--- src/rtl/tng_pkg.sv ---
// Shared constants and helpers for the threshold neighbour graph block.
package tng_pkg;

    localparam int MAX_POINTS_DEF = 64;
    localparam int COORD_BITS_DEF = 16;

    localparam int COORD_W      = 16;
    localparam int RADIUS_W     = 15;
    localparam int INDEX_W      = 6;
    localparam int MASK_W       = 64;
    localparam int S_TDATA_W    = 48;
    localparam int M_TDATA_W    = 72;

    localparam logic [RADIUS_W-1:0] RADIUS_RESET = 15'd16384;

    // Width of a squared distance or of the squared cap, whichever is wider.
    function automatic int dist_width(input int cb);
        dist_width = (2 * cb + 4 > 32) ? 2 * cb + 4 : 32;
    endfunction

endpackage

--- src/rtl/tng_store.sv ---
// Point memory: one write port and one registered read port.
module tng_store #(
    parameter int DEPTH  = tng_pkg::MAX_POINTS_DEF,
    parameter int DATA_W = 3 * tng_pkg::COORD_BITS_DEF
) (
    input  logic                     aclk,
    input  logic                     wr_en,
    input  logic [$clog2(DEPTH)-1:0] wr_addr,
    input  logic [DATA_W-1:0]        wr_data,
    input  logic [$clog2(DEPTH)-1:0] rd_addr,
    output logic [DATA_W-1:0]        rd_data
);
    import tng_pkg::*;

    logic [DATA_W-1:0] mem [DEPTH];
    logic [DATA_W-1:0] rd_data_reg;

    always_ff @(posedge aclk) begin
        if (wr_en) begin
            mem[wr_addr] <= wr_data;
        end
        rd_data_reg <= mem[rd_addr];
    end

    assign rd_data = rd_data_reg;

endmodule

--- config.mk ---
export PLATFORM = sky130hd
export DESIGN_NAME = tng_store
export DESIGN_NICKNAME = d
export VERILOG_FILES = /design/src/rtl/tng_pkg.sv /design/src/rtl/tng_store.sv
export SDC_FILE = /design/constraint.sdc
export NUM_CORES = 2
export LEC_CHECK = 0
export ABC_AREA = 1
export BUFFER_PORTS_ARGS = -buffer_cell sky130_fd_sc_hd__buf_2
export CORE_UTILIZATION = 55
export CTS_CLUSTER_SIZE = 10
export DETAILED_ROUTE_END_ITERATION = 7
export HOLD_SLACK_MARGIN = 0.08
export PLACE_DENSITY_LB_ADDON = 0.12
export SKIP_LAST_GASP = 1
export SLEW_MARGIN = 40
export SYNTH_ARGS = -nofsm -noshare
export SYNTH_HDL_FRONTEND = slang
export SYNTH_SLANG_ARGS = --single-unit
--- constraint.sdc ---
create_clock -name aclk -period 8.1 [get_ports aclk]
set_clock_uncertainty 0.15 [all_clocks]
set_input_delay 0.405 -clock aclk [delete_from_list [all_inputs] [get_ports aclk]]
set_output_delay 0.405 -clock aclk [all_outputs]
set_load 0.05 [all_outputs]
* Word-level counts from Yosys, hierarchy flattened
Memory sizes are Yosys's and may differ from the RTL's. A register that Yosys moved wholly into a read port is not among the register bits. Cells that the tools add are included.
Word-level totals: register bits 0, bits in writable memories 3072, bits of input ports 62, output and inout port bits 48, word-level logic and storage cells 3, memories kept 1
Operators by class: mux-type cells 2
Memory list:
- mem | words 64, bits a word 48, rd ports 1, clocked after memory_dff 1, wr ports 1, line tng_store.sv:15 | logic [DATA_W-1:0] mem [DEPTH];
Operator list (count):
- $mux W1 | 2

* Depth between registers and ports, before layout
word-level depth 2, depth in mapped cells 13, depth with buffers taken out 9

* Worst setup path after synthesis
No wires, ideal clock.
path kind input port to flip-flop, from input port wr_en, to memory mem[48][0] (netlist name), enable pin, library setup time 0.574 ns, arrival time 5.537 ns, required time 7.376 ns, setup slack 1.839 ns, stages on the path 3, path through clkbuf_1 nand4_1 nor4_1
Between the ends: cells in the longest elaborated chain, start to end 2
RTL lines:
- start, declared | line tng_store.sv:7 | input logic wr_en,
- $mux W1 | line tng_store.sv:19 | if (wr_en) begin
- $mux W1 (not written as such) | line tng_store.sv:20 | mem[wr_addr] <= wr_data;
- end, declared | line tng_store.sv:15
No other way between the ends.

* Final worst setup path
from input port wr_addr[1], to memory mem[4][23] (netlist name), enable pin
RTL lines:
- start, declared | line tng_store.sv:8 | input logic [$clog2(DEPTH)-1:0] wr_addr,
No word-level cell before the write port.

==> results.cfg <==
[timing]
rsz0062_at_grt = false
period_share_pct = 43.3
tightest_slew_ns = 1.01
finalSetupViolCount = 0
tns_ns = 0
drv_slew = 0
setup_ws_ns = 4.59
max_freq_mhz = 285
hold_viol = 0
holdWs_ns = 0.107
min_period_ns = 3.51
slew_headroom_pct = 32.4

[synth]
synth_area_leader_cell = edfxtp_1
syn-num-nets = 10200
synth-seq-cells = 3120
synth_enable_flop_cells = 3072
synth.area.top_cells = edfxtp_1 (74%), nand3_1 (12%), nand2_1 (10%)
synth_area_mm2 = 0.124
synth-seq-area-share_pct = 75.0
avgSynthCellArea_um2 = 12.3
synth_commonest_cells = nand2_1 (3372), edfxtp_1 (3072), nand3_1 (2857)
post-synth-top-count-cell = nand2_1
yosysWarnings = 0
synth_cell_type_count = 18
yosysTopAreaCellShare_pct = 74.2
async_reset_ff_share_pct = 0
synthFlopType = edfxtp_1
netlist_instances = 10100

[finish]
drive_gt1_share_pct = 7.45
multi_input_area_mm2 = 0.0278
largest_register_ffs = 3072
ff_latch_area_mm2 = 0.0932
syn2layout_area_growth_pct = 11.4
num-nets-final = 10200
fin_cells = 13300
fillCellCount = 17300

[job]
maxCapViolations = 0

[detailed_routing]
wl_per_cell_um = 28.7
drt_iter0_markers = 10500
route.detailed.drc = 0
ant_nets = 0
dr.pass1.iters = 8
drt_wl_total_mm = 383
vias = 83000
viasPerCell = 6.22

[clock_network]
htree_num_levels = 5
clkTransAtPathRegs_ns = 0.05
numClockSinks = 3120
cts_buffer_depth = 4
cts_resized = 0
postCtsSetupBuffers = 0
cts_hold_buf = 57
clkLatencyLatePin_ns = 0.98
root_buffer = clkbuf_16
cts-buffers-inserted = 364
cts_tree = built

[setup_path]
required_ns = 8.53
end_kind = flop
startpoint_type = primary input
crit_path_max_fanout = 19
worst_ep_arrival_time_ns = 3.94
critical_path_class = primary input to flop

[pwr]
peakVddDrop_mv = 0.190
p_total_mw = 34.4
powerDensity_mw_per_mm2 = 248
p_leak_nw = 48.6

[die]
die_area_mm2 = 0.228
die_h_um = 477
row_count = 174
coreArea_mm2 = 0.225
dieWidth_um = 477
pin_count = 110
start_util_pct = 55.3

[run_status]
outcome = finished, final reports clean

[hold_path]
hp-class = primary input to flop

[global_route]
grt_pass1_vias = 77800
grt_use_total_pct = 33.3
grt_pass1_wl_mm = 550
grt_max_degree = 203
grt_antenna_before_repair = 22
grt_overflow = 0

[place]
pre_cts_ws_ns = 4.17
dpl.hpwl_mm = 192
dpl.cell_count = 12700
globalplace.congestion = 0.815
io_buffers = 109
## worst max-delay path: stages
cell,delay [ns]
dlygate4sd3_1,0.54
buf_2,0.21
inv_1,0.26
nand4_1,0.66
nor2_4,0.75
buf_4,0.55
buf_4,0.51
## layout by cell type, fill, tap and decap left out
cell type	instances
nand3_2	6
buf_6	43
clkinv_2	1
nand3_1	2851
nor2_4	56
nand2_1	3372
clkbuf_1	157
clkbuf_8	2
dlygate4sd3_1	57
inv_16	1
dfxtp_1	48
bufinv_16	1
nor4_2	8
buf_2	80
inv_8	3
inv_1	6
nand4_1	9
clkinv_16	1
diode_2	12
buf_8	6
edfxtp_1	3072
clkinv_1	1
buf_12	31
clkbuf_16	370
buf_16	15
buf_4	141
inv_6	6
## final timing paths
path                                   from          end  slack (ns)  cells after the start
worst max-delay path             wr_addr[1]   mem[4][23]        4.59                      7
worst min-delay path             wr_addr[4]  mem[23][37]        0.11                      3
worst max register to register  mem[21][42]  rd_data[42]        6.25                      8
worst min register to register  mem[40][41]  rd_data[41]        0.64                      8
## layout make-up
cell class	instances	share of cell area (%)
Inverter	12	0.0651
Clock inverter	8	0.0777
Clock buffer	527	7.10
Tap cell	2992	2.70
Antenna cell	12	0.0217
Sequential cell	3120	67.3
Multi-Input combinational cell	6302	20.1
Timing Repair Buffer	375	2.66
## per-layer routing
| metal | vias up | routed length, um | GRT usage, % | part of all wire, % |
|---|---|---|---|---|
| met2 | 4758 | 179000 | 52.0 | 47 |
| met1 | 41300 | 148000 | 46.2 | 39 |
| li1 | 36100 | - | - | - |
| met3 | 795 | 38700 | 6.05 | 10 |
| met5 | - | 89 | 0 | 0.023 |
| met4 | 12 | 16600 | 13.9 | 4.3 |
## kinds of logic after synthesis
kind of cell	synth area share (%)
buffers and inverters	3.10
flip-flops	75.0
AND/OR/NAND/NOR	21.9
## report_power, final
part	total, mW	leakage (nW)	internal [mW]	switching (mW)
registers	18.0	28.0	17.9	0.0883
logic	2.12	15.8	0.490	1.63
clock network	14.3	4.78	8.29	6.02
## stage by stage
stage	util [%]	cell area, um2
floorplan	-	124000
global placement	56.5	127000
detailed placement	56.8	128000
CTS	61.4	138000
global route	61.6	138000
finish	61.6	138000
Note: power is estimated with default switching activity, not from simulation.
