### src/rtl/tng_pkg.sv
// Shared constants and helpers for the threshold neighbour graph block.
package tng_pkg;

    localparam int MAX_POINTS_DEF = 64;
    localparam int COORD_BITS_DEF = 16;

    localparam int COORD_W      = 16;
    localparam int RADIUS_W     = 15;
    localparam int INDEX_W      = 6;
    localparam int MASK_W       = 64;
    localparam int S_TDATA_W    = 48;
    localparam int M_TDATA_W    = 72;

    localparam logic [RADIUS_W-1:0] RADIUS_RESET = 15'd16384;

    // Width of a squared distance or of the squared cap, whichever is wider.
    function automatic int dist_width(input int cb);
        dist_width = (2 * cb + 4 > 32) ? 2 * cb + 4 : 32;
    endfunction

endpackage

### src/rtl/tng_dist_unit.sv
// Squared distance unit: one shared multiplier, one axis per cycle.
module tng_dist_unit #(
    parameter int COORD_BITS = tng_pkg::COORD_BITS_DEF
) (
    input  logic                                       aclk,
    input  logic                                       aresetn,
    input  logic                                       start,
    input  logic [3*COORD_BITS-1:0]                    a_pt,
    input  logic [3*COORD_BITS-1:0]                    b_pt,
    output logic                                       done,
    output logic [tng_pkg::dist_width(COORD_BITS)-1:0] dist_sq
);
    import tng_pkg::*;

    localparam int CB = COORD_BITS;
    localparam int DW = dist_width(COORD_BITS);
    localparam int SW = 2 * CB + 2;

    logic signed [CB:0]   diff_reg [3];
    logic [1:0]           phase_reg;
    logic                 busy_reg;
    logic                 done_reg;
    logic [SW-1:0]        prod_reg;
    logic [DW-1:0]        acc_reg;
    logic signed [CB:0]   mul_in;
    logic signed [SW-1:0] mul_out;

    // Operand select for the shared squarer.
    always_comb begin
        case (phase_reg)
            2'd0:    mul_in = diff_reg[0];
            2'd1:    mul_in = diff_reg[1];
            default: mul_in = diff_reg[2];
        endcase
        mul_out = SW'(mul_in) * SW'(mul_in);
    end

    always_ff @(posedge aclk) begin
        if (!aresetn) begin
            busy_reg  <= 1'b0;
            done_reg  <= 1'b0;
            phase_reg <= 2'd0;
        end else if (start) begin
            for (int k = 0; k < 3; k++) begin
                diff_reg[k] <= (CB+1)'($signed(a_pt[k*CB +: CB]))
                             - (CB+1)'($signed(b_pt[k*CB +: CB]));
            end
            acc_reg   <= '0;
            phase_reg <= 2'd0;
            busy_reg  <= 1'b1;
            done_reg  <= 1'b0;
        end else if (busy_reg) begin
            prod_reg <= SW'(mul_out);
            if (phase_reg != 2'd0) begin
                acc_reg <= acc_reg + DW'(prod_reg);
            end
            if (phase_reg == 2'd3) begin
                busy_reg <= 1'b0;
                done_reg <= 1'b1;
            end
            phase_reg <= phase_reg + 2'd1;
        end else begin
            done_reg <= 1'b0;
        end
    end

    assign done    = done_reg;
    assign dist_sq = acc_reg;

endmodule

### config.mk
export PLATFORM = sky130hd
export DESIGN_NAME = tng_dist_unit
export DESIGN_NICKNAME = d
export VERILOG_FILES = /design/src/rtl/tng_pkg.sv /design/src/rtl/tng_dist_unit.sv
export SDC_FILE = /design/constraint.sdc
export NUM_CORES = 1
export LEC_CHECK = 0
export BUFFER_PORTS_ARGS = -buffer_cell sky130_fd_sc_hd__clkbuf_2
export CORE_MARGIN = 2
export CORE_UTILIZATION = 45
export DETAILED_ROUTE_END_ITERATION = 10
export PLACE_DENSITY = 0.64
export SYNTH_ARGS = -nofsm -noshare
export SYNTH_HDL_FRONTEND = slang
export SYNTH_SLANG_ARGS = --single-unit
### constraint.sdc
create_clock -name aclk -period 9.8 [get_ports aclk]
set_input_delay 1.96 -clock aclk [delete_from_list [all_inputs] [get_ports aclk]]
set_output_delay 1.96 -clock aclk [all_outputs]
set_load 0.005 [all_outputs]
**Word level (Yosys, flattened, before mapping)**

Memories as Yosys holds them, arrays and structs flattened.
Index checks and enable logic that the tools add are counted.

- $add $sub $neg: 5
- $mul: 1
- Equal/unequal tests: 2
- Mux-type cells: 9
- Bitwise gates (word level): 3
- Reductions and logical operators: 8

Operators with widths:

| cell | number |
|---|---|
| 2-to-1 mux 36 bit | 2 |
| subtractor 16 x 16 -> 17 bit | 3 |
| adder 36 x 34 -> 36 bit | 1 |
| multiplier 17 x 17 -> 34 bit | 1 |
| one-hot mux 17 bit (2 select lines) | 1 |
| 2-to-1 mux 1 bit | 6 |
| AND reduction 3 bit | 2 |
| nonzero test 2 bit | 3 |
| inverter 1 bit | 3 |
| OR reduction 3 bit | 1 |
| adder 2 x 1 -> 2 bit, second input constant | 1 |
| equality test 2 x 1 -> 1 bit, second input constant | 1 |
| equality test 2 bit, second input constant | 1 |
| logical NOT 2 bit | 1 |
| OR reduction 2 bit | 1 |

- Flip-flop bits (word level): 74
- RAM bits: 51
- Input bits: 99
- Output and inout bits: 37
- Memories: 1

Memories:

| name | depth | bits a word | rd ports | clocked after memory_dff | write ports | RTL line | text |
|---|---|---|---|---|---|---|---|
| diff_reg | 3 | 17 | 3 | 0 | 3 | tng_dist_unit.sv:19 | `logic signed [CB:0] diff_reg [3];` |

**Depth between registers and ports, before layout**

Gate-level depths: netlist of run 1.

- Depth after elaboration: 4
- Gate-level depth with buffers: 31

**Least setup slack after synthesis of run 1**

Ideal clock, no wire load.

- Kind: flip-flop to flip-flop
- Start: register phase_reg[0]
- End: register prod_reg[33], data pin
- Arrival: 7.138 ns
- Data required time: 9.540 ns
- Setup slack: 2.402 ns
- Stages on the path, launching flop included: 30
- Path buffers: 2
- Clock period less this slack: 7.398 ns
- Path through: dfxtp_1 -> inv_1 -> ha_1 -> clkbuf_1 -> buf_1 -> a22o_1 -> a21oi_1 -> clkinv_1 -> nand2_1 -> inv_1 -> fa_1 -> inv_1 -> fa_1 -> fa_1 -> inv_1 -> fa_1 -> fa_1 -> inv_1 -> fa_1 -> inv_1 -> ha_1 -> a21oi_1 -> o21ai_0 -> nor2_1 -> a211oi_2 -> o311ai_2 -> o21ai_2 -> a311o_1 -> a21oi_1 -> xnor2_1

- Word-level cells in the longest chain between the ends: 3
- Elaborated cells between the ends (all ways): 4
- Classes of those cells: mul: 1; eq/ne: 1; mux: 1; reduce/logical: 1

RTL lines:

| element | RTL line | text |
|---|---|---|
| start, declared | tng_dist_unit.sv:20 | `logic [1:0] phase_reg;` |
| start signal, assigned | tng_dist_unit.sv:61 | `phase_reg <= phase_reg + 2'd1;` |
| equality test 2 x 1 -> 1 bit / logical NOT 2 bit (equally long branches) | tng_dist_unit.sv:30 | `case (phase_reg)` |
| one-hot mux 17 bit (2 select lines) * | tng_dist_unit.sv:30 |  |
| multiplier 17 x 17 -> 34 bit * | tng_dist_unit.sv:35 | `mul_out = SW'(mul_in) * SW'(mul_in);` |
| net mul_out[33] | tng_dist_unit.sv:26 | `logic signed [SW-1:0] mul_out;` |
| end signal, assigned | tng_dist_unit.sv:53 | `prod_reg <= SW'(mul_out);` |
| end, declared | tng_dist_unit.sv:23 | `logic [SW-1:0] prod_reg;` |

Mark *: on every way through the listed nets, which the timed path passes. The rest lies on a longest branch.
A chain may end at the register's enable or synchronous reset.

**Worst setup path in the final report of run 1**

- Start: register phase_reg[1]
- End: register prod_reg[33], data pin

The elaborated chain is that of the path after synthesis.

==> flow_metrics.py, run 1 <==
metrics = {
    "run_status": {
        "status": "finished, final reports clean",
    },
    "timing": {
        "layout_min_cycle_time_ps": 8310,
        "slew_headroom": 0.245,
        "fin_crit_sh": 0.848,
        "clock.fmax_ghz": 0.120,
        "tightest_slew_ps": 1130,
        "timing_hold_violations_final": 0,
        "drv_slew": 0,
        "tns_ps": 0,
        "rsz0062_at_grt": "no",
        "finClkSkew_ps": 18.0,
        "final-setup-viol-count": 0,
    },
    "placed_design": {
        "dp_hpwl_mm": 33.0,
        "dpl_cell_area_um2": 19100,
        "numPortBuffers": 135,
        "gp_routability_congestion": 0.889,
    },
    "cells_and_area": {
        "drive_gt1_frac": 0.108,
        "largest_register_ffs": 51,
        "design_area_um2": 19700,
        "antenna_cells": 0,
        "fin_nets": 2512,
        "area_growth_pct": 10.8,
    },
    "clock_network": {
        "post_cts_buffers": 0,
        "cts.sinks": 124,
        "postCtsResizedCells": 0,
        "ctsHtreeMaxLevel": 4,
        "clockBufferDepth": 2,
        "ctsHoldBuffers": 0,
        "cts-root-buf": "clkbuf_16",
        "cts_buffers": 17,
        "cts_tree": "built",
        "cts.clk_slew.worst_paths_ps": 70,
        "clkLatencyLatePin_ps": 450,
    },
    "grt": {
        "antenna_found_initial": 0,
        "grt_pass1_wl_mm": 66.0,
        "grt_pass1_vias": 13800,
        "grt_max_degree": 52,
        "overflow": 0,
        "gr-usage-all-layers": 0.202,
    },
    "setup_path": {
        "r2r_cells": 25,
        "worst_ep_arrival_time_ps": 8500,
        "crit_path_frequent_cell": "fa_1",
        "critPathKind": "flop to flop",
        "regToRegSetupSlack_ps": 1490,
        "startpoint_type": "flop",
        "crit_required_ps": 9990,
        "crit_path_end_kind": "flop",
        "r2r_end": "prod_reg[33]$_DFFE_PP_",
        "path_max_fanout": 19,
        "slowest_stage": "fa_1",
        "critPathTopFamily": "adder cells",
        "critPathBufInv": 5,
        "r2r-start": "phase_reg[1]$_SDFFE_PP0P_",
        "cpPeakStageDelay_ps": 890,
    },
    "min_path": {
        "hold_start": "done$_SDFFE_PP0P_",
        "hold_path.class": "flop to flop",
        "worst_hold_path.endpoint": "done$_SDFFE_PP0P_",
        "hold_path_depth": 1,
    },
    "floorplanning": {
        "die_area_um2": 41100,
        "rows": 72,
        "coreArea_um2": 38800,
        "die_h_um": 203,
        "die_w_um": 203,
        "initial_core_util": 0.457,
        "pin_count": 136,
    },
    "synth": {
        "yosys_warnings": 0,
        "synth_edf_count": 120,
        "synthTopCellsByArea": "fa_1 30%, edfxtp_1 20%, ha_1 12%, inv_1 9.0%, nor2_1 3.8%",
        "postSynth.asyncResetShare": 0,
        "ys_ff_latch": 124,
        "yosysTopAreaCell": "fa_1",
        "synth.most_common_cell": "inv_1",
        "synth_common_cells": "426 x inv_1, 269 x fa_1, 178 x nor2_1, 173 x ha_1, 127 x nand2_1",
        "synth.distinct_cells": 76,
        "seq_area_frac_synth": 0.207,
        "synth_area_um2": 17800,
        "synth_area_per_cell_um2": 9.67,
        "synth_top_area_share": 0.303,
        "synth-main-ff-cell": "edfxtp_1",
        "synth_nets": 2378,
        "synthCells": 1837,
    },
    "flow_run": {
        "drv_cap": 0,
    },
    "detailed_routing": {
        "ant_nets": 0,
        "route.detailed.drc": 0,
        "vias_per_cell": 5.13,
        "wl_per_cell_um": 15.7,
        "via_count": 12800,
        "drtIter0Drc": 750,
        "detail_route.first_pass.iterations": 6,
        "routed_wl_mm": 39.2,
    },
}
-- routing by layer --
| layer | up-vias | routed length [µm] | track usage |
|---|---|---|---|
| met5 | - | 0 | 0 |
| met4 | 0 | 1150 | 0.0748 |
| met3 | 74 | 1460 | 0.0223 |
| met2 | 310 | 20500 | 0.373 |
| met1 | 6314 | 16000 | 0.243 |
| li1 | 6144 | - | - |
-- cell families after synthesis --
group / Yosys count / synth area share
AO/OA/AOI/OAI: 272 / 0.109
adder cells (fa/ha/maj): 442 / 0.425
XOR/XNOR: 108 / 0.0533
AND/OR/NAND/NOR: 425 / 0.106
multiplexers: 1 / 0.000564
flip-flops: 124 / 0.207
buffers and inverters: 465 / 0.0984
-- layout by cell type, fill, tap and decap left out, drive strengths merged, types with 8 or more instances in the layout --
cell,instances
a211oi,11
nand2b,9
nor3,27
o21a,14
ha,173
buf,13
nand3,26
clkbuf,152
a21oi,77
fa,269
o21ai,37
nor2b,15
nor2,178
inv,437
nand2,128
a31oi,8
a21o,39
xnor2,74
or3,9
a22o,17
edfxtp,120
xor2,34
and3,11
-- worst max path at each step --
stage	from	endpoint	slack, ps	depth (start not counted)
2_1_floorplan	phase_reg[0]$_SDFFE_PP0P_	prod_reg[33]$_DFFE_PP_	2400	29
3_3_place_gp	phase_reg[0]$_SDFFE_PP0P_	prod_reg[33]$_DFFE_PP_	1750	28
3_5_place_dp	phase_reg[1]$_SDFFE_PP0P_	prod_reg[33]$_DFFE_PP_	1540	24
4_1_cts	phase_reg[1]$_SDFFE_PP0P_	prod_reg[33]$_DFFE_PP_	1500	25
5_1_grt	phase_reg[1]$_SDFFE_PP0P_	prod_reg[33]$_DFFE_PP_	910	25
6_report	phase_reg[1]$_SDFFE_PP0P_	prod_reg[33]$_DFFE_PP_	1490	25
-- final cells by class --
cell class | instances | area (µm²)
clock buffers | 17 | 425
clock inverters | 15 | 195
fillers | 3545 | 19100
inverters | 432 | 1620
multi-input cells | 1248 | 12300
flip-flops and latches | 124 | 3680
well taps | 518 | 648
repair buffers | 148 | 773
-- per-stage QoR --
stage          worst slack (ps)   util  cells  hold slack, ps
2_1_floorplan              2400      -   1837             464
3_3_place_gp               1750  0.491   2470             478
3_5_place_dp               1540  0.491   2470             483
4_1_cts                    1500  0.507   2502             499
5_1_grt                     906  0.507   2502             525
6_report                   1490  0.507   2502             483
Power of run 1 is not shown: default switching activity piles up to over one toggle a cycle in this logic, so the estimate is an artifact.
==> inputs of run 2 (changes only) <==
--- a/config.mk
+++ b/config.mk
@@ -5,11 +5,12 @@
 export SDC_FILE = /design/constraint.sdc
 export NUM_CORES = 1
 export LEC_CHECK = 0
+export ABC_AREA = 1
 export BUFFER_PORTS_ARGS = -buffer_cell sky130_fd_sc_hd__clkbuf_2
 export CORE_MARGIN = 2
 export CORE_UTILIZATION = 45
 export DETAILED_ROUTE_END_ITERATION = 10
-export PLACE_DENSITY = 0.64
+export PLACE_DENSITY = 0.63
 export SYNTH_ARGS = -nofsm -noshare
 export SYNTH_HDL_FRONTEND = slang
 export SYNTH_SLANG_ARGS = --single-unit
==> constraint.sdc (replaced) <==
create_clock -name aclk -period 8.64 [get_ports aclk]
set_input_delay 1.728 -clock aclk [delete_from_list [all_inputs] [get_ports aclk]]
set_output_delay 1.728 -clock aclk [all_outputs]
set_load 0.005 [all_outputs]
==> run 2 against run 1 <==
  * Non-clock buffer count is 11 lower
  * Setup slack worse by 470 ps
  * Sequential share of layout area is 1.6 points lower
  * Cell area is 9.5% higher
  * Die area is 11% higher
  * Core utilization is 0.76 points lower
  * Fmax is 9.1% higher
  * Global-route usage is 3.2 points higher
  * Worst hold slack worse by 14 ps
  * Critical path depth stayed put
  * Register-to-register slack worse by 470 ps
  * Via count is 22% higher
  * Largest cell class unchanged
==> flow_metrics.py, run 2 <==
metrics = {
    "run_status": {
        "status": "finished, final reports clean",
    },
    "setup_path": {
        "regToRegSetupSlack_ps": 1020,
        "crit_required_ps": 8830,
        "crit_path_end_kind": "flop",
        "setup.worst_path.start": "phase_reg[0]$_SDFFE_PP0P_",
        "critPathKind": "flop to flop",
        "critPathCapture": "prod_reg[25]$_DFFE_PP_",
        "path_max_fanout": 26,
        "r2r-start": "phase_reg[0]$_SDFFE_PP0P_",
        "worst_ep_arrival_time_ps": 7810,
        "r2r_cells": 25,
        "startpoint_type": "flop",
        "r2r_end": "prod_reg[25]$_DFFE_PP_",
    },
    "synth": {
        "synth_common_cells": "625 x inv_1, 573 x nand2_1, 269 x fa_1, 173 x ha_1, 166 x nor2_1",
        "synth_area_um2": 19700,
        "synthCells": 2454,
        "synth.distinct_cells": 46,
        "yosysTopAreaCell": "fa_1",
        "synth_top_area_share": 0.274,
        "synth.most_common_cell": "inv_1",
        "ys_ff_latch": 124,
        "yosys_warnings": 0,
        "synth-main-ff-cell": "edfxtp_1",
        "synth_nets": 2995,
        "seq_area_frac_synth": 0.187,
        "synth_edf_count": 120,
        "synthTopCellsByArea": "fa_1 27%, edfxtp_1 18%, inv_1 12%, ha_1 11%, nand2_1 11%",
        "synth_area_per_cell_um2": 8.02,
        "postSynth.asyncResetShare": 0,
    },
    "timing": {
        "drv_slew": 0,
        "fin_crit_sh": 0.882,
        "timing_hold_violations_final": 0,
        "layout_min_cycle_time_ps": 7620,
        "rsz0062_at_grt": "no",
        "tns_ps": 0,
        "final-setup-viol-count": 0,
        "worst_slack_ps": 1020,
        "finClkSkew_ps": 21.4,
        "slew_headroom": 0.334,
        "tightest_slew_ps": 999,
        "clock.fmax_ghz": 0.131,
    },
    "placed_design": {
        "numPortBuffers": 135,
        "dp_hpwl_mm": 42.9,
        "gp_routability_congestion": 0.925,
        "dpl_cell_area_um2": 20900,
        "post-place-ws_ps": 1060,
    },
    "detailed_routing": {
        "drtIter0Drc": 925,
        "detail_route.first_pass.iterations": 5,
        "route.detailed.drc": 0,
        "vias_per_cell": 4.94,
        "routed_wl_mm": 49.8,
        "wl_per_cell_um": 15.7,
        "ant_nets": 0,
        "via_count": 15700,
    },
    "cells_and_area": {
        "fin_nets": 3124,
        "drive_gt1_frac": 0.0855,
        "fillers": 4196,
        "antenna_cells": 0,
        "final_common_cell": "inv_1",
        "largest_register_ffs": 51,
        "design_area_um2": 21600,
        "layout_common_cells": "624 x inv_1, 573 x nand2_1, 269 x fa_1",
        "area_growth_pct": 9.50,
        "final_util": 0.499,
    },
    "clock_network": {
        "postCtsResizedCells": 0,
        "cts-root-buf": "clkbuf_16",
        "cts_buffers": 17,
        "ctsHtreeMaxLevel": 4,
        "clockBufferDepth": 2,
        "clkLatencyLatePin_ps": 450,
        "cts_tree": "built",
        "cts.sinks": 124,
        "cts.clk_slew.worst_paths_ps": 70,
        "post_cts_buffers": 0,
        "ctsHoldBuffers": 0,
    },
    "grt": {
        "grt_max_degree": 52,
        "grt_pass1_wl_mm": 82.7,
        "antenna_found_initial": 0,
        "grt_pass1_vias": 16900,
        "gr-usage-all-layers": 0.234,
        "overflow": 0,
    },
    "min_path": {
        "hold_path.class": "flop to flop",
        "hold_start": "done$_SDFFE_PP0P_",
    },
    "floorplanning": {
        "initial_core_util": 0.456,
        "pin_count": 136,
        "die_area_um2": 45400,
        "rows": 76,
        "coreArea_um2": 43200,
        "die_h_um": 213,
        "die_w_um": 213,
    },
    "flow_run": {
        "drv_cap": 0,
    },
}
run 2: changes by cell type after synthesis, sizes merged, moves of 28 or more:
cell    previous run  this run
nand3             26        70
a21o              39        10
xnor2             74        24
clkbuf            31         3
inv              427       641
nand2            128       576
a21oi             77       137
run 2: cell families (layout without fill, tap and decap cells):
logic type / Yosys count / after routing / share of synthesized area
simple gates: 870 / 870 / 0.179
buf+inv: 669 / 811 / 0.132
xor+xnor: 83 / 83 / 0.0369
fa+ha+maj: 442 / 442 / 0.384
flops: 124 / 124 / 0.187
compound gates: 266 / 266 / 0.0812
run 2: worst min-delay path by stage:
stage	to	cells after the start
final	done$_SDFFE_PP0P_	1
after global routing	done$_SDFFE_PP0P_	1
after CTS	done$_SDFFE_PP0P_	1
after detailed placement	done$_SDFFE_PP0P_	1
after global placement	done$_SDFFE_PP0P_	1
after floorplan	phase_reg[0]$_SDFFE_PP0P_	2
run 2: layout make-up:
type | count | area [µm²] | area share
Multi-Input combinational cell | 1661 | 13400 | 0.622
Sequential cell | 124 | 3680 | 0.171
Tap cell | 585 | 732 | 0.0340
Clock buffer | 17 | 425 | 0.0197
Inverter | 642 | 2410 | 0.112
Clock inverter | 15 | 201 | 0.00935
Timing Repair Buffer | 137 | 691 | 0.0320
run 2: layer usage:
metal  track usage  part of all wire
met1         0.278              0.42
met2         0.428              0.51
met3        0.0369             0.045
met4        0.0841             0.031
met5             0                 0
run 2: worst max-delay path, cell delays in order (launching register included):
cell and delay [ps]:
dfxtp_1 340, inv_1 80, ha_1 710, nor2_8 190, a21oi_4 410, inv_2 300, nand2_1 150, inv_1 100
fa_1 650, fa_1 860, fa_1 520, fa_1 510, fa_1 490, inv_1 50, fa_1 470, inv_1 40
ha_1 360, nand2_1 130, nor2_1 170, inv_1 80, nor2_1 100, inv_1 100, nor2_1 110, o21ai_0 190
nand4_1 140, nand2_1 70
run 2: through the flow:
step,hold slack [ps],std cells
4_1_cts,478,3181
6_report,469,3181
2_1_floorplan,454,2454
3_3_place_gp,460,3149
5_1_grt,512,3181
3_5_place_dp,463,3149
Power of run 2 is left out for the same reason.
==> inputs of run 3 (changes only) <==
--- a/config.mk
+++ b/config.mk
@@ -11,6 +11,7 @@
 export CORE_UTILIZATION = 45
 export DETAILED_ROUTE_END_ITERATION = 10
 export PLACE_DENSITY = 0.63
+export RECOVER_POWER = 25
 export SYNTH_ARGS = -nofsm -noshare
 export SYNTH_HDL_FRONTEND = slang
 export SYNTH_SLANG_ARGS = --single-unit
==> run 3 against run 2 <==
  * The flow now finishes with violations (max-capacitance violations, max-slew violations)
  * Final cell count did not move
  * Critical path type unchanged
  * Wire length fell by 0.17%
  * Via count about the same
  * Global-route usage is the same
  * Fmax shrank 0.22%
==> flow_metrics.py, run 3 (synthesized netlist as in run 2, its figures left out) <==
metrics = {
    "clock_network": {
        "cts.clk_slew.worst_paths_ps": 70,
        "post_cts_buffers": 0,
        "ctsHoldBuffers": 0,
        "postCtsResizedCells": 0,
        "clockBufferDepth": 2,
        "cts.sinks": 124,
        "cts-root-buf": "clkbuf_16",
        "cts_tree": "built",
        "ctsHtreeMaxLevel": 4,
        "cts_buffers": 17,
        "clkLatencyLatePin_ps": 450,
    },
    "placed_design": {
        "gp_routability_congestion": 0.925,
        "numPortBuffers": 135,
        "dp_hpwl_mm": 42.9,
        "dp_cells": 3149,
    },
    "timing": {
        "finClkSkew_ps": 21.6,
        "timing_hold_violations_final": 0,
        "slew_headroom": -0.304,
        "tightest_slew_ps": 1960,
        "tns_ps": 0,
        "drv_slew": 35,
        "clock.fmax_ghz": 0.131,
        "layout_min_cycle_time_ps": 7640,
        "fin_crit_sh": 0.884,
        "rsz0062_at_grt": "no",
        "final-setup-viol-count": 0,
    },
    "setup_path": {
        "r2r_cells": 25,
        "crit_path_end_kind": "flop",
        "crit_required_ps": 8830,
        "r2r-start": "phase_reg[0]$_SDFFE_PP0P_",
        "setup.worst_path.start": "phase_reg[0]$_SDFFE_PP0P_",
        "startpoint_type": "flop",
        "r2r_end": "prod_reg[25]$_DFFE_PP_",
        "regToRegSetupSlack_ps": 1000,
        "path_max_fanout": 26,
        "worst_ep_arrival_time_ps": 7830,
        "critPathKind": "flop to flop",
    },
    "min_path": {
        "hold_path_depth": 1,
        "hold_start": "done$_SDFFE_PP0P_",
        "hold_path.class": "flop to flop",
        "worst_hold_path.endpoint": "done$_SDFFE_PP0P_",
    },
    "detailed_routing": {
        "detail_route.first_pass.iterations": 6,
        "ant_nets": 0,
        "route.detailed.drc": 0,
        "drtIter0Drc": 841,
        "via_count": 15700,
        "routed_wl_mm": 49.7,
        "wl_per_cell_um": 15.6,
        "vias_per_cell": 4.94,
    },
    "grt": {
        "overflow": 0,
        "antenna_found_initial": 0,
        "grt_max_degree": 52,
        "grt_pass1_wl_mm": 82.7,
        "gr-usage-all-layers": 0.234,
        "grt_pass1_vias": 16900,
    },
    "cells_and_area": {
        "final_util": 0.499,
        "drive_gt1_frac": 0.0813,
        "fillers": 4203,
        "multi_input_area_um2": 13400,
        "area_growth_pct": 9.41,
        "final_common_cell": "inv_1",
        "layout_common_cells": "625 x inv_1, 573 x nand2_1, 269 x fa_1",
        "antenna_cells": 0,
        "finalNonFillerCells": 3181,
        "fin_nets": 3124,
        "seq_area_um2": 3680,
        "largest_register_ffs": 51,
    },
    "run_status": {
        "status": "finished, violations left",
        "violations": "max-capacitance violations, max-slew violations",
    },
    "floorplanning": {
        "rows": 76,
        "die_h_um": 213,
        "pin_count": 136,
        "coreArea_um2": 43200,
        "die_w_um": 213,
        "initial_core_util": 0.456,
        "die_area_um2": 45400,
    },
    "flow_run": {
        "drv_cap": 1,
    },
}
==> run 3: area by class of cell <==
type                       count  area share
tap                          585      0.0340
inverter                     642       0.112
timing repair buffer         137      0.0314
clock buffer                  17      0.0198
sequential                   124       0.171
multi-input combinational   1661       0.623
clock inverter                15     0.00935
==> run 3: how the worst max path moves through the flow <==
| stage | end | cells after the start | slack (ps) |
|---|---|---|---|
| after global placement | prod_reg[25]$_DFFE_PP_ | 25 | 1120 |
| after CTS | prod_reg[25]$_DFFE_PP_ | 25 | 1020 |
| after detailed placement | prod_reg[25]$_DFFE_PP_ | 25 | 1060 |
| after global routing | prod_reg[25]$_DFFE_PP_ | 25 | 550 |
| after floorplan | prod_reg[32]$_DFFE_PP_ | 24 | 2120 |
| final | prod_reg[25]$_DFFE_PP_ | 25 | 1000 |
==> run 3: through the flow <==
stage	hold slack [ps]	cell area, µm²	worst slack (ps)
global placement	460	20900	1120
detailed placement	463	20900	1060
CTS	478	21600	1020
finish	469	21500	1000
global route	512	21500	550
floorplan	454	19700	2120
==> run 3: routing by layer <==
layer	part of all wire	track usage	vias to the layer above	wire length, µm
li1	-	-	7757	-
met1	0.42	0.278	7465	20700
met2	0.51	0.428	399	25200
met3	0.046	0.0369	85	2300
met4	0.030	0.0841	0	1490
met5	0	0	-	0
==> run 3: critical path: stages, from the launching register on <==
cell and delay (ps):
dfxtp_1 340, inv_1 80, ha_1 710, nor2_8 190, a21oi_4 410, inv_2 300
nand2_1 150, inv_1 100, fa_1 650, fa_1 860, fa_1 520, fa_1 510
fa_1 490, inv_1 50, fa_1 470, inv_1 40, ha_1 360, nand2_1 130
nor2_1 170, inv_1 80, nor2_1 100, inv_1 100, nor2_1 110, o21ai_0 200
nand4_1 150, nand2_1 70
Power of run 3 is left out for the same reason.
